## src/sv/hidfb_pkg.sv

```systemverilog
`timescale 1ns / 1ps
// ----------------------------------------------------------------------------
// HID fieldbus report handler package
// Sizes, protocol byte codes, register indexes and the command record that the
// front end hands to the back end.
// ----------------------------------------------------------------------------
package hidfb_pkg;

   // Report geometry.
   localparam int REPORT_BYTES = 64;
   localparam int ADDR_W       = $clog2(REPORT_BYTES);
   localparam int CNT_W        = $clog2(REPORT_BYTES + 1);
   localparam int BODY_START   = 11;
   localparam int BODY_MAX     = REPORT_BYTES - BODY_START;
   localparam int HDR_BYTES    = 14;
   localparam int BANKS        = 2;
   localparam int BUSY_W       = $clog2(BANKS + 1);

   // Command queue between front and back end.
   localparam int QUEUE_DEPTH = 2;
   localparam int QPTR_W      = $clog2(QUEUE_DEPTH);
   localparam int QCNT_W      = $clog2(QUEUE_DEPTH + 1);

   // Byte positions inside a report.
   localparam int IDX_REPORT_ID   = 0;
   localparam int IDX_PACKET_INFO = 1;
   localparam int IDX_DATA_LEN    = 2;
   localparam int IDX_VERSION     = 3;
   localparam int IDX_HDR_LEN     = 4;
   localparam int IDX_BODY_LEN_HI = 5;
   localparam int IDX_BODY_LEN_LO = 6;
   localparam int IDX_PROTOCOL    = 7;
   localparam int IDX_SERVICE     = 8;
   localparam int IDX_FEATURE     = 11;
   localparam int IDX_FEAT_HI     = 12;
   localparam int IDX_FEAT_LO     = 13;

   // Header codes.
   localparam logic [7:0] REPORT_ID_OUT    = 8'h01;
   localparam logic [7:0] PACKET_INFO_ONE  = 8'h13;
   localparam logic [7:0] PROTOCOL_VERSION = 8'h00;
   localparam logic [7:0] HEADER_LENGTH    = 8'h08;
   localparam logic [7:0] PROTO_BUS_ACCESS = 8'h0F;
   localparam logic [7:0] PROTO_TUNNEL     = 8'h01;
   localparam logic [7:0] EMI_CEMI         = 8'h03;
   localparam logic [7:0] SVC_FEATURE_GET  = 8'h01;
   localparam logic [7:0] SVC_FEATURE_RESP = 8'h02;
   localparam logic [7:0] PLEN_EXTRA       = 8'h03;

   // Feature identifiers and fixed answers.
   localparam logic [7:0] FEAT_EMI_TYPES   = 8'h01;
   localparam logic [7:0] FEAT_MASK_VER    = 8'h02;
   localparam logic [7:0] FEAT_BUS_STATUS  = 8'h03;
   localparam logic [7:0] FEAT_MANUF_CODE  = 8'h04;
   localparam logic [7:0] FEAT_ACTIVE_EMI  = 8'h05;
   localparam logic [7:0] EMI_TYPES_HI     = 8'h00;
   localparam logic [7:0] EMI_TYPES_LO     = 8'h04;
   localparam logic [7:0] BUS_STATUS_ON    = 8'h01;
   localparam logic [7:0] ACTIVE_EMI_CEMI  = 8'h03;

   // Configuration register indexes.
   localparam int               CSR_INDEX_W           = 1;
   localparam logic [CSR_INDEX_W-1:0] CSR_MANUFACTURER_CODE = 1'd0;
   localparam logic [CSR_INDEX_W-1:0] CSR_MASK_VERSION      = 1'd1;

   // Output run kinds.
   localparam logic KIND_RESPONSE = 1'b0;
   localparam logic KIND_TUNNEL   = 1'b1;

   typedef struct packed {
      logic              kind;
      logic              bank;
      logic [CNT_W-1:0]  len;
      logic [ADDR_W-1:0] start;
      logic [CNT_W-1:0]  plen;
      logic              size2;
      logic [7:0]        b2_adj;
      logic [7:0]        b6_adj;
      logic [7:0]        data_hi;
      logic [7:0]        data_lo;
   } cmd_type;

   typedef enum logic [1:0] {
      BACK_IDLE,
      BACK_READ,
      BACK_EMIT
   } back_state_type;

endpackage

```

## src/sv/hid_fieldbus_report_handler.sv

```systemverilog
`timescale 1ns / 1ps
// ----------------------------------------------------------------------------
// HID fieldbus report handler
// Receives HID OUT reports byte by byte, answers bus-access feature-get
// requests and forwards the bodies of tunneled cEMI frames.
// ----------------------------------------------------------------------------
// Usage:
// The req_ stream carries one report byte per transaction, with tlast on the
// final byte. Only reports of exactly 64 bytes are considered; others are
// silently dropped. The rsp_ stream returns either a 64-byte response report
// (tuser 0) or the body bytes of a tunneled frame (tuser 1), tlast on the
// final byte of each run. The csr_ port writes the manufacturer code (index
// 0) and the mask version (index 1); it is always ready and must only be
// written while the block is idle.
// Throughput: the input takes one byte per cycle while req_tready is high.
// For each output byte the back end first addresses the buffer RAM in
// BACK_READ and then loads the output register in BACK_EMIT. With the back
// end idle, the command for a completed report goes through the command
// queue and the BACK_IDLE, BACK_READ and BACK_EMIT states before rsp_tvalid rises.
// Two buffer banks let the next report stream in while the previous one is
// drained; req_tready falls only when both banks hold pending reports.
// A stalled receiver holds the output register and the back end waits; the
// input keeps running until both banks are taken. Reset empties the command
// queue, clears the byte count and sets both registers to zero. No clearing
// pass is needed.
// ----------------------------------------------------------------------------
module hid_fieldbus_report_handler (
   input  logic                                  clock,
   input  logic                                  reset,
   // Input stream; tdata: in_byte[7:0]. tlast: in_last.
   input  logic                                  req_tvalid,
   output logic                                  req_tready,
   input  logic [7:0]                            req_tdata,
   input  logic                                  req_tlast,
   // Output stream; tdata: out_byte[7:0]. tuser: out_kind[0]. tlast: out_last.
   output logic                                  rsp_tvalid,
   input  logic                                  rsp_tready,
   output logic [7:0]                            rsp_tdata,
   output logic [0:0]                            rsp_tuser,
   output logic                                  rsp_tlast,
   // Configuration write channel.
   input  logic                                  csr_valid,
   output logic                                  csr_ready,
   input  logic [hidfb_pkg::CSR_INDEX_W-1:0]     csr_index,
   input  logic [15:0]                           csr_data
);

   logic [15:0] manufacturer_code_ff, manufacturer_code_in;
   logic [15:0] mask_version_ff, mask_version_in;

   logic                       wr_en;
   logic [hidfb_pkg::ADDR_W:0] wr_addr;
   logic [7:0]                 wr_data;
   logic                       rd_en;
   logic [hidfb_pkg::ADDR_W:0] rd_addr;
   logic [7:0]                 rd_data;
   logic                       push;
   hidfb_pkg::cmd_type         push_cmd;
   logic                       pop;
   logic                       cmd_valid;
   hidfb_pkg::cmd_type         cmd;
   logic                       release_bank;

   // The register file never stalls a write.
   assign csr_ready = 1'b1;

   always_comb begin
      manufacturer_code_in = manufacturer_code_ff;
      mask_version_in      = mask_version_ff;
      if (csr_valid && csr_ready) begin
         case (csr_index)
            hidfb_pkg::CSR_MANUFACTURER_CODE: manufacturer_code_in = csr_data;
            hidfb_pkg::CSR_MASK_VERSION:      mask_version_in      = csr_data;
            default: begin
               manufacturer_code_in = manufacturer_code_ff;
            end
         endcase
      end
   end

   always_ff @(posedge clock) begin
      if (reset) begin
         manufacturer_code_ff <= 16'h0000;
         mask_version_ff      <= 16'h0000;
      end else begin
         manufacturer_code_ff <= manufacturer_code_in;
         mask_version_ff      <= mask_version_in;
      end
   end

   // Two banks of one report each; the bank bit is the top address bit.
   hidfb_ram #(
      .WIDTH (8),
      .DEPTH (hidfb_pkg::BANKS * hidfb_pkg::REPORT_BYTES)
   ) u_store (
      .clock   (clock),
      .wr_en   (wr_en),
      .wr_addr (wr_addr),
      .wr_data (wr_data),
      .rd_en   (rd_en),
      .rd_addr (rd_addr),
      .rd_data (rd_data)
   );

   hidfb_front u_front (
      .clock             (clock),
      .reset             (reset),
      .req_tvalid        (req_tvalid),
      .req_tready        (req_tready),
      .req_tdata         (req_tdata),
      .req_tlast         (req_tlast),
      .manufacturer_code (manufacturer_code_ff),
      .mask_version      (mask_version_ff),
      .release_bank      (release_bank),
      .wr_en             (wr_en),
      .wr_addr           (wr_addr),
      .wr_data           (wr_data),
      .push              (push),
      .push_cmd          (push_cmd)
   );

   hidfb_queue u_queue (
      .clock     (clock),
      .reset     (reset),
      .push      (push),
      .push_cmd  (push_cmd),
      .pop       (pop),
      .cmd_valid (cmd_valid),
      .cmd       (cmd)
   );

   hidfb_back u_back (
      .clock        (clock),
      .reset        (reset),
      .cmd_valid    (cmd_valid),
      .cmd          (cmd),
      .pop          (pop),
      .rd_en        (rd_en),
      .rd_addr      (rd_addr),
      .rd_data      (rd_data),
      .release_bank (release_bank),
      .rsp_tvalid   (rsp_tvalid),
      .rsp_tready   (rsp_tready),
      .rsp_tdata    (rsp_tdata),
      .rsp_tuser    (rsp_tuser),
      .rsp_tlast    (rsp_tlast)
   );

endmodule

```

## src/sv/hidfb_ram.sv

```systemverilog
`timescale 1ns / 1ps
// ----------------------------------------------------------------------------
// Generic RAM
// One write port and one read port with registered read data.
// ----------------------------------------------------------------------------
module hidfb_ram #(
   parameter int WIDTH = 8,
   parameter int DEPTH = 128
) (
   input  logic                     clock,
   input  logic                     wr_en,
   input  logic [$clog2(DEPTH)-1:0] wr_addr,
   input  logic [WIDTH-1:0]         wr_data,
   input  logic                     rd_en,
   input  logic [$clog2(DEPTH)-1:0] rd_addr,
   output logic [WIDTH-1:0]         rd_data
);

   logic [WIDTH-1:0] mem_ff [DEPTH];
   logic [WIDTH-1:0] rd_data_ff;

   always_ff @(posedge clock) begin
      if (wr_en) begin
         mem_ff[wr_addr] <= wr_data;
      end
      if (rd_en) begin
         rd_data_ff <= mem_ff[rd_addr];
      end
   end

   assign rd_data = rd_data_ff;

endmodule

```

## src/sv/hidfb_front.sv

```systemverilog
`timescale 1ns / 1ps
// ----------------------------------------------------------------------------
// HID fieldbus front end
// Stores report bytes into the current buffer bank, captures the header and
// classifies a complete report into a command for the back end.
// ----------------------------------------------------------------------------
module hidfb_front (
   input  logic                             clock,
   input  logic                             reset,
   input  logic                             req_tvalid,
   output logic                             req_tready,
   input  logic [7:0]                       req_tdata,
   input  logic                             req_tlast,
   input  logic [15:0]                      manufacturer_code,
   input  logic [15:0]                      mask_version,
   input  logic                             release_bank,
   output logic                             wr_en,
   output logic [hidfb_pkg::ADDR_W:0]       wr_addr,
   output logic [7:0]                       wr_data,
   output logic                             push,
   output hidfb_pkg::cmd_type               push_cmd
);

   logic [hidfb_pkg::CNT_W-1:0]  count_ff, count_in;
   logic                         overflow_ff, overflow_in;
   logic                         bank_ff, bank_in;
   logic [hidfb_pkg::BUSY_W-1:0] busy_ff, busy_in;
   logic [7:0]                   hdr_ff [hidfb_pkg::HDR_BYTES];

   logic       accept;
   logic       complete;
   logic       hdr_ok;
   logic [8:0] plen9;
   logic       feat_valid;
   logic       tun_valid;
   logic [1:0] feat_size;
   logic [7:0] feat_hi;
   logic [7:0] feat_lo;
   logic [15:0] body_len;
   logic [7:0] b6_base;

   assign req_tready = (busy_ff != hidfb_pkg::BUSY_W'(hidfb_pkg::BANKS));
   assign accept     = req_tvalid && req_tready;
   assign wr_en      = accept && (count_ff < hidfb_pkg::CNT_W'(hidfb_pkg::REPORT_BYTES));
   assign wr_addr    = {bank_ff, count_ff[hidfb_pkg::ADDR_W-1:0]};
   assign wr_data    = req_tdata;

   // The last byte of a well-sized report lands at the final position.
   assign complete = accept && req_tlast && !overflow_ff &&
                     (count_ff == hidfb_pkg::CNT_W'(hidfb_pkg::REPORT_BYTES - 1));

   always_comb begin
      hdr_ok = (hdr_ff[hidfb_pkg::IDX_REPORT_ID] == hidfb_pkg::REPORT_ID_OUT) &&
               (hdr_ff[hidfb_pkg::IDX_PACKET_INFO] == hidfb_pkg::PACKET_INFO_ONE) &&
               (hdr_ff[hidfb_pkg::IDX_VERSION] == hidfb_pkg::PROTOCOL_VERSION) &&
               (hdr_ff[hidfb_pkg::IDX_HDR_LEN] == hidfb_pkg::HEADER_LENGTH);
      plen9 = {1'b0, hdr_ff[hidfb_pkg::IDX_DATA_LEN]} + {1'b0, hidfb_pkg::PLEN_EXTRA};

      feat_size = 2'd0;
      feat_hi   = 8'h00;
      feat_lo   = 8'h00;
      case (hdr_ff[hidfb_pkg::IDX_FEATURE])
         hidfb_pkg::FEAT_EMI_TYPES: begin
            feat_size = 2'd2;
            feat_hi   = hidfb_pkg::EMI_TYPES_HI;
            feat_lo   = hidfb_pkg::EMI_TYPES_LO;
         end
         hidfb_pkg::FEAT_MASK_VER: begin
            feat_size = 2'd2;
            feat_hi   = mask_version[15:8];
            feat_lo   = mask_version[7:0];
         end
         hidfb_pkg::FEAT_BUS_STATUS: begin
            feat_size = 2'd1;
            feat_hi   = hidfb_pkg::BUS_STATUS_ON;
         end
         hidfb_pkg::FEAT_MANUF_CODE: begin
            feat_size = 2'd2;
            feat_hi   = manufacturer_code[15:8];
            feat_lo   = manufacturer_code[7:0];
         end
         hidfb_pkg::FEAT_ACTIVE_EMI: begin
            feat_size = 2'd1;
            feat_hi   = hidfb_pkg::ACTIVE_EMI_CEMI;
         end
         default: begin
            feat_size = 2'd0;
         end
      endcase

      feat_valid = hdr_ok &&
                   (hdr_ff[hidfb_pkg::IDX_PROTOCOL] == hidfb_pkg::PROTO_BUS_ACCESS) &&
                   (plen9 <= 9'(hidfb_pkg::REPORT_BYTES)) &&
                   (hdr_ff[hidfb_pkg::IDX_SERVICE] == hidfb_pkg::SVC_FEATURE_GET) &&
                   (feat_size != 2'd0);

      body_len  = {hdr_ff[hidfb_pkg::IDX_BODY_LEN_HI], hdr_ff[hidfb_pkg::IDX_BODY_LEN_LO]};
      tun_valid = hdr_ok &&
                  (hdr_ff[hidfb_pkg::IDX_PROTOCOL] == hidfb_pkg::PROTO_TUNNEL) &&
                  (hdr_ff[hidfb_pkg::IDX_SERVICE] == hidfb_pkg::EMI_CEMI) &&
                  (body_len <= 16'(hidfb_pkg::BODY_MAX)) &&
                  (body_len != 16'd0);

      // Byte 6 lies past the packet when the packet is shorter than seven bytes.
      b6_base = (plen9 > 9'(hidfb_pkg::IDX_BODY_LEN_LO)) ?
                hdr_ff[hidfb_pkg::IDX_BODY_LEN_LO] : 8'h00;

      push_cmd.bank    = bank_ff;
      push_cmd.plen    = hidfb_pkg::CNT_W'(plen9);
      push_cmd.size2   = (feat_size == 2'd2);
      push_cmd.b2_adj  = hdr_ff[hidfb_pkg::IDX_DATA_LEN] + {6'd0, feat_size};
      push_cmd.b6_adj  = b6_base + {6'd0, feat_size};
      push_cmd.data_hi = feat_hi;
      push_cmd.data_lo = feat_lo;
      if (feat_valid) begin
         push_cmd.kind  = hidfb_pkg::KIND_RESPONSE;
         push_cmd.len   = hidfb_pkg::CNT_W'(hidfb_pkg::REPORT_BYTES);
         push_cmd.start = hidfb_pkg::ADDR_W'(0);
      end else begin
         push_cmd.kind  = hidfb_pkg::KIND_TUNNEL;
         push_cmd.len   = hidfb_pkg::CNT_W'(body_len);
         push_cmd.start = hidfb_pkg::ADDR_W'(hidfb_pkg::BODY_START);
      end
   end

   assign push = complete && (feat_valid || tun_valid);

   always_comb begin
      count_in    = count_ff;
      overflow_in = overflow_ff;
      bank_in     = bank_ff;
      if (accept) begin
         if (wr_en) begin
            count_in = count_ff + hidfb_pkg::CNT_W'(1);
         end else begin
            overflow_in = 1'b1;
         end
         if (req_tlast) begin
            count_in    = '0;
            overflow_in = 1'b0;
         end
      end
      if (push) begin
         bank_in = ~bank_ff;
      end
      busy_in = busy_ff;
      if (push && !release_bank) begin
         busy_in = busy_ff + hidfb_pkg::BUSY_W'(1);
      end else if (!push && release_bank) begin
         busy_in = busy_ff - hidfb_pkg::BUSY_W'(1);
      end
   end

   always_ff @(posedge clock) begin
      if (reset) begin
         count_ff    <= '0;
         overflow_ff <= 1'b0;
         bank_ff     <= 1'b0;
         busy_ff     <= '0;
      end else begin
         count_ff    <= count_in;
         overflow_ff <= overflow_in;
         bank_ff     <= bank_in;
         busy_ff     <= busy_in;
      end
   end

   always_ff @(posedge clock) begin
      for (int k = 0; k < hidfb_pkg::HDR_BYTES; k++) begin
         if (accept && (count_ff == hidfb_pkg::CNT_W'(k))) begin
            hdr_ff[k] <= req_tdata;
         end
      end
   end

endmodule

```

## src/sv/hidfb_queue.sv

```systemverilog
`timescale 1ns / 1ps
// ----------------------------------------------------------------------------
// HID fieldbus command queue
// Short first-in first-out queue of commands from front end to back end.
// ----------------------------------------------------------------------------
module hidfb_queue (
   input  logic               clock,
   input  logic               reset,
   input  logic               push,
   input  hidfb_pkg::cmd_type push_cmd,
   input  logic               pop,
   output logic               cmd_valid,
   output hidfb_pkg::cmd_type cmd
);

   hidfb_pkg::cmd_type            entry_ff [hidfb_pkg::QUEUE_DEPTH];
   logic [hidfb_pkg::QPTR_W-1:0]  wr_ptr_ff, wr_ptr_in;
   logic [hidfb_pkg::QPTR_W-1:0]  rd_ptr_ff, rd_ptr_in;
   logic [hidfb_pkg::QCNT_W-1:0]  count_ff, count_in;
   logic                          do_push;
   logic                          do_pop;

   assign cmd_valid = (count_ff != '0);
   assign cmd       = entry_ff[rd_ptr_ff];
   assign do_push   = push && (count_ff != hidfb_pkg::QCNT_W'(hidfb_pkg::QUEUE_DEPTH));
   assign do_pop    = pop && cmd_valid;

   always_comb begin
      wr_ptr_in = do_push ? wr_ptr_ff + hidfb_pkg::QPTR_W'(1) : wr_ptr_ff;
      rd_ptr_in = do_pop ? rd_ptr_ff + hidfb_pkg::QPTR_W'(1) : rd_ptr_ff;
      count_in  = count_ff;
      if (do_push && !do_pop) begin
         count_in = count_ff + hidfb_pkg::QCNT_W'(1);
      end else if (!do_push && do_pop) begin
         count_in = count_ff - hidfb_pkg::QCNT_W'(1);
      end
   end

   always_ff @(posedge clock) begin
      if (reset) begin
         wr_ptr_ff <= '0;
         rd_ptr_ff <= '0;
         count_ff  <= '0;
      end else begin
         wr_ptr_ff <= wr_ptr_in;
         rd_ptr_ff <= rd_ptr_in;
         count_ff  <= count_in;
      end
   end

   always_ff @(posedge clock) begin
      if (do_push) begin
         entry_ff[wr_ptr_ff] <= push_cmd;
      end
   end

endmodule

```

## src/sv/hidfb_back.sv

```systemverilog
`timescale 1ns / 1ps
// ----------------------------------------------------------------------------
// HID fieldbus back end
// Walks one buffer bank per command and streams the response or tunneled body.
// ----------------------------------------------------------------------------
module hidfb_back (
   input  logic                         clock,
   input  logic                         reset,
   input  logic                         cmd_valid,
   input  hidfb_pkg::cmd_type           cmd,
   output logic                         pop,
   output logic                         rd_en,
   output logic [hidfb_pkg::ADDR_W:0]   rd_addr,
   input  logic [7:0]                   rd_data,
   output logic                         release_bank,
   output logic                         rsp_tvalid,
   input  logic                         rsp_tready,
   output logic [7:0]                   rsp_tdata,
   output logic [0:0]                   rsp_tuser,
   output logic                         rsp_tlast
);

   hidfb_pkg::back_state_type    state_ff, state_in;
   hidfb_pkg::cmd_type           cmd_ff, cmd_in;
   logic [hidfb_pkg::ADDR_W-1:0] idx_ff, idx_in;
   logic                         out_valid_ff, out_valid_in;
   logic [7:0]                   out_byte_ff, out_byte_in;
   logic                         out_kind_ff, out_kind_in;
   logic                         out_last_ff, out_last_in;

   logic       is_last;
   logic       in_pkt;
   logic [7:0] resp_byte;

   assign is_last = (({1'b0, idx_ff} + hidfb_pkg::CNT_W'(1)) == cmd_ff.len);
   assign in_pkt  = ({1'b0, idx_ff} < cmd_ff.plen);

   always_comb begin
      resp_byte = in_pkt ? rd_data : 8'h00;
      if (idx_ff == hidfb_pkg::ADDR_W'(hidfb_pkg::IDX_DATA_LEN)) begin
         resp_byte = cmd_ff.b2_adj;
      end else if (idx_ff == hidfb_pkg::ADDR_W'(hidfb_pkg::IDX_BODY_LEN_LO)) begin
         resp_byte = cmd_ff.b6_adj;
      end else if (idx_ff == hidfb_pkg::ADDR_W'(hidfb_pkg::IDX_SERVICE)) begin
         resp_byte = hidfb_pkg::SVC_FEATURE_RESP;
      end else if (idx_ff == hidfb_pkg::ADDR_W'(hidfb_pkg::IDX_FEAT_HI)) begin
         resp_byte = cmd_ff.data_hi;
      end else if (idx_ff == hidfb_pkg::ADDR_W'(hidfb_pkg::IDX_FEAT_LO) && cmd_ff.size2) begin
         resp_byte = cmd_ff.data_lo;
      end
   end

   always_comb begin
      state_in     = state_ff;
      cmd_in       = cmd_ff;
      idx_in       = idx_ff;
      out_valid_in = rsp_tready ? 1'b0 : out_valid_ff;
      out_byte_in  = out_byte_ff;
      out_kind_in  = out_kind_ff;
      out_last_in  = out_last_ff;
      pop          = 1'b0;
      rd_en        = 1'b0;
      rd_addr      = {cmd_ff.bank, cmd_ff.start + idx_ff};
      release_bank = 1'b0;
      case (state_ff)
         hidfb_pkg::BACK_IDLE: begin
            if (cmd_valid) begin
               pop      = 1'b1;
               cmd_in   = cmd;
               idx_in   = '0;
               state_in = hidfb_pkg::BACK_READ;
            end
         end
         hidfb_pkg::BACK_READ: begin
            rd_en    = 1'b1;
            state_in = hidfb_pkg::BACK_EMIT;
         end
         hidfb_pkg::BACK_EMIT: begin
            if (!out_valid_ff || rsp_tready) begin
               out_valid_in = 1'b1;
               out_kind_in  = cmd_ff.kind;
               out_last_in  = is_last;
               out_byte_in  = (cmd_ff.kind == hidfb_pkg::KIND_RESPONSE) ? resp_byte : rd_data;
               idx_in       = idx_ff + hidfb_pkg::ADDR_W'(1);
               if (is_last) begin
                  release_bank = 1'b1;
                  state_in     = hidfb_pkg::BACK_IDLE;
               end else begin
                  state_in = hidfb_pkg::BACK_READ;
               end
            end
         end
         default: begin
            state_in = hidfb_pkg::BACK_IDLE;
         end
      endcase
   end

   always_ff @(posedge clock) begin
      if (reset) begin
         state_ff     <= hidfb_pkg::BACK_IDLE;
         out_valid_ff <= 1'b0;
      end else begin
         state_ff     <= state_in;
         out_valid_ff <= out_valid_in;
      end
   end

   always_ff @(posedge clock) begin
      cmd_ff      <= cmd_in;
      idx_ff      <= idx_in;
      out_byte_ff <= out_byte_in;
      out_kind_ff <= out_kind_in;
      out_last_ff <= out_last_in;
   end

   assign rsp_tvalid = out_valid_ff;
   assign rsp_tdata  = out_byte_ff;
   assign rsp_tuser  = out_kind_ff;
   assign rsp_tlast  = out_last_ff;

endmodule

```

## config.mk

```make
export PLATFORM = sky130hd
export DESIGN_NAME = hid_fieldbus_report_handler
export DESIGN_NICKNAME = d
export VERILOG_FILES = /design/src/sv/hidfb_pkg.sv /design/src/sv/hid_fieldbus_report_handler.sv /design/src/sv/hidfb_ram.sv /design/src/sv/hidfb_front.sv /design/src/sv/hidfb_queue.sv /design/src/sv/hidfb_back.sv
export SDC_FILE = /design/constraint.sdc
export NUM_CORES = 2
export LEC_CHECK = 0
export BUFFER_PORTS_ARGS = -buffer_cell sky130_fd_sc_hd__buf_2
export CORE_UTILIZATION = 60
export DETAILED_ROUTE_END_ITERATION = 8
export HOLD_SLACK_MARGIN = 0.03
export PLACE_DENSITY = 0.73
export SYNTH_ARGS = -nofsm -noshare
export SYNTH_HDL_FRONTEND = slang
export SYNTH_SLANG_ARGS = --single-unit
```

## constraint.sdc

```tcl
create_clock -name clock -period 14.34 [get_ports clock]
set_input_delay 2.868 -clock clock [delete_from_list [all_inputs] [get_ports clock]]
set_output_delay 2.868 -clock clock [all_outputs]
set_load 0.02 [all_outputs]
```

==> results by group <==
Clock tree
  – Maximum root-to-sink buffer count: 3
  – CTS H-tree depth: 4
  – Worst-path clk slew: 0.06 ns
  – Clock root buffer: clkbuf_16
  – # resized after CTS: 0
  – Clock sinks: roughly 1300
  – CTS Hold Bufs: 0
  – Clock latency on the worst-skew pair: 0.73 ns
  – Post-CTS Setup Inserts: 0
  – CTS Buf Count: around 130
  – CTS tree: done

Placement
  – Placer Congestion: 0.920
  – Placed cells: approximately 3800
  – DP HPWL: 70300 µm
  – PortBufs: 42

Floorplan
  – Starting Density: approximately three fifths
  – Die area: just under 90000 µm²
  – Die Ht: approximately 300 µm
  – # rows: between 100 and 150
  – Core area: between 80000 and 90000 µm²
  – Die W: 297 µm
  – Io pins: 44

Layout
  – Nets: 2887
  – Area of the multi-input gates: between 10000 and 15000 µm²
  – Filler instances: 5320
  – Register Area: 39300 µm²
  – Finished Layout Cells: between 4000 and 5000
  – Share of cells above drive strength 1: between 20% and 30%
  – Area Overhead vs Synth: 11.0%

STA
  – Post-route minimum period: 5.66 ns
  – Final worst-path cycle share: 39.4%
  – Final setup fails: 0
  – Slew HR: a little over a tenth
  – TNS Setup: 0 ns
  – RSZ-0062 raised after global routing: false
  – Clock skew: ~0.025 ns
  – Worst-Margin Slew: ~1.3 ns
  – FMAX: between 0.15 and 0.2 GHz
  – Hold_ws: around 0.45 ns
  – Final Max Slew Viols: 0
  – Final Hold Fails: 0

Detailed routing
  – Routed wire per std cell: just under 30 µm
  – Post-route ant nets: 0
  – Via/cell ratio: between 6 and 7
  – DR iter-0 viols: roughly 3500
  – Detailed Route WL: 118000 µm
  – DRC Markers: 0
  – Vias: approximately 27000
  – DRT Pass-1 Iters: 8

Min path
  – HP Start: manufacturer_code_ff[10]
  – Min-delay worst type: reg -> reg
  – Worst Hold End: manufacturer_code_ff[10]
  – Hold depth: 2

Synthesis
  – Synth top area cells: edfxtp_1 (73%), mux4_2 (12%), dfxtp_1 (1.9%), nand2_1 (1.8%), nor2_1 (1.4%)
  – Syn_nets: between 2000 and 3000
  – Sequential fraction of the synthesis area: roughly three quarters
  – #FFs+latches synth: 1325
  – Yosys warning count: 0
  – Netlist cell types: 70
  – Prevailing post-synth register cell: edfxtp_1
  – Synth top area share: 73.4%
  – Cells after Synth: about 2800
  – Synth async-reset ratio: 0%
  – Most instantiated cells after synthesis: edfxtp_1 (1275), mux4_2 (273), nand2_1 (254), nor2_1 (198), clkbuf_1 (61)
  – Post-synth EDFFs: 1275
  – Cell with the most instances after synthesis: edfxtp_1
  – Synth area leader: edfxtp_1
  – Synthesized area per cell: roughly 19 µm²
  – Post-Syn Area: between 50000 and 60000 µm²

Global routing
  – Total grt overflow: 0
  – Antenna violations before repair: 5
  – Total GRT Usage: between 20 and 30%
  – First-pass GRT wire length: between 150000 and 200000 µm
  – Largest net degree at the start of global routing: about 170
  – Vias in the first global route: about 27000

Critical path
  – Crit-path max FO: between 150 and 200
  – R2r worst-path depth: 9
  – CP Capture Type: flop
  – Worst Setup Start Kind: flop
  – Required time worst endpoint: between 10 and 15 ns
  – Worst reg2reg path startpoint: u_back.idx_ff[0]
  – Arrival @ worst endpoint: around 6.1 ns
  – Crit-path cells: ha_4, fa_4, buf_4, buf_12, mux4_2, mux2i_1, o22ai_1, o21ai_0, nand4_1
  – Critical Path Max Stage Delay: 1.02 ns
  – Reg2Reg Setup Slack: between 8 and 9 ns
  – Reg-to-reg endpoint: u_store.rd_data[6]
  – Slowest CP cell: fa_4
  – WS Path Type: reg -> reg

Pwr
  – Maximum vdd ir drop: between 0.2 and 0.3 mV
  – Power Density: 194 nW/µm²
  – Leak pwr: between 15 and 20 nW

Run status
  – Status: complete, no violations

Run
  – Max Cap Viol: 0
## where the power goes
part	switching [mW]	total (mW)	internal (mW)	leakage, nW
registers	0.104	4.49	4.38	12.0
clock network	1.44	3.47	2.03	2.14
logic	1.89	3.25	1.36	4.38
total	3.44	11.2	7.77	18.5
## layer usage
metal / vias up / GRT usage (%) / share of wire (%)
li1: 11200 / - / -
met1: 13900 / 39.1 / 39
met2: 1498 / 43.1 / 48
met3: 242 / 5.20 / 9.5
met4: 4 / 8.76 / 3.0
met5: - / 0 / 0.020
## final cells by class
| cell class | instances | share of cell area [%] |
|---|---|---|
| Antenna cell | 2 | 0.00865 |
| Clock buffer | 159 | 6.06 |
| Clock inverter | 81 | 1.49 |
| Inverter | 34 | 0.220 |
| Multi-Input combinational cell | 1263 | 21.0 |
| Sequential cell | 1325 | 67.9 |
| Tap cell | 1144 | 2.47 |
| Timing Repair Buffer | 73 | 0.843 |
## kinds of logic (layout without fill, tap and decap cells)
group                      count (synthesis)  count (layout)  share of synthesized area [%]
and+or+nand+nor                          642             642                           5.55
adders and majority gates                 27              27                          0.691
DFF                                     1325            1325                           75.4
xor gates and xnor gates                  41              41                          0.703
other                                      1               3                        0.00719
AOI/OAI and AO/OA                        181             181                           2.39
muxes                                    371             371                           13.8
buffers and inverters                    169             347                           1.49
## cell usage in the layout (no fill, tap or decap), types with 9 or more instances in the layout
cell type / n
nor2_1: 198
mux2i_1: 48
clkbuf_16: 136
clkinv_2: 22
nand4b_1: 11
buf_4: 37
clkbuf_1: 21
mux2_2: 49
bufinv_16: 15
a21oi_1: 60
inv_1: 32
nand2b_1: 12
o21ai_0: 16
dfxtp_1: 49
o2111ai_1: 10
nand2_1: 253
nand4_1: 42
xnor2_1: 17
clkinv_1: 21
ha_1: 23
nand3_1: 39
buf_2: 34
nor4_1: 9
xor2_1: 19
nor2b_1: 16
and2_1: 10
mux4_2: 273
a22o_1: 13
nor3_1: 10
edfxtp_1: 1275
o22ai_1: 24
## worst max path at each step
stage	slack, ns	depth (start not counted)	startpoint	end
3_3_place_gp	8.68	5	req_tvalid	u_store.mem_ff[103][2]
2_1_floorplan	8.03	5	req_tvalid	u_queue.entry_ff[0][0]
5_1_grt	8.51	9	u_back.idx_ff[0]	u_store.rd_data[6]
4_1_cts	8.92	9	u_back.idx_ff[0]	u_store.rd_data[6]
3_5_place_dp	8.58	5	req_tvalid	u_store.mem_ff[103][2]
6_report	8.68	9	u_back.idx_ff[0]	u_store.rd_data[6]
## critical path, delay by kind of cell, from the launching register on
| kind | cells | cell delay, ns |
|---|---|---|
| flops | 1 | 0.56 |
| fa+ha+maj | 2 | 1.27 |
| buf+inv | 2 | 1.43 |
| compound gates | 2 | 0.72 |
| mux | 2 | 0.78 |
| simple gates | 1 | 0.16 |
## registers in the layout, summed over array words and instances (netlist names)
signal and count:
u_front.busy_ff 2, u_back.rd_addr 1, u_back.rsp_tuser 1, manufacturer_code_ff 16, u_queue.count_ff 2, u_back.rsp_tvalid 1
u_queue.rd_ptr_ff 1, u_front.overflow_ff 1, u_back.idx_ff 6, u_store.mem_ff 1024, mask_version_ff 16, u_front.bank_ff 1
u_back.cmd_ff 48, u_front.hdr_ff 80, u_front.count_ff 7, u_back.state_ff 2, u_back.rsp_tlast 1, u_back.rsp_tdata 8
u_queue.entry_ff 98, u_store.rd_data 8, u_queue.wr_ptr_ff 1
## through the flow
stage               utilization (%)  worst slack, ns  total power, mW  instance area [µm²]
finish                         67.7             8.68             11.2                57900
global route                   67.7             8.51             11.6                57900
global placement               62.5             8.68             7.71                53500
floorplan                         -             8.03             6.79                52100
CTS                            67.7             8.92             11.2                57900
detailed placement             62.5             8.58             7.77                53500
(Power assumes the default switching activity.)
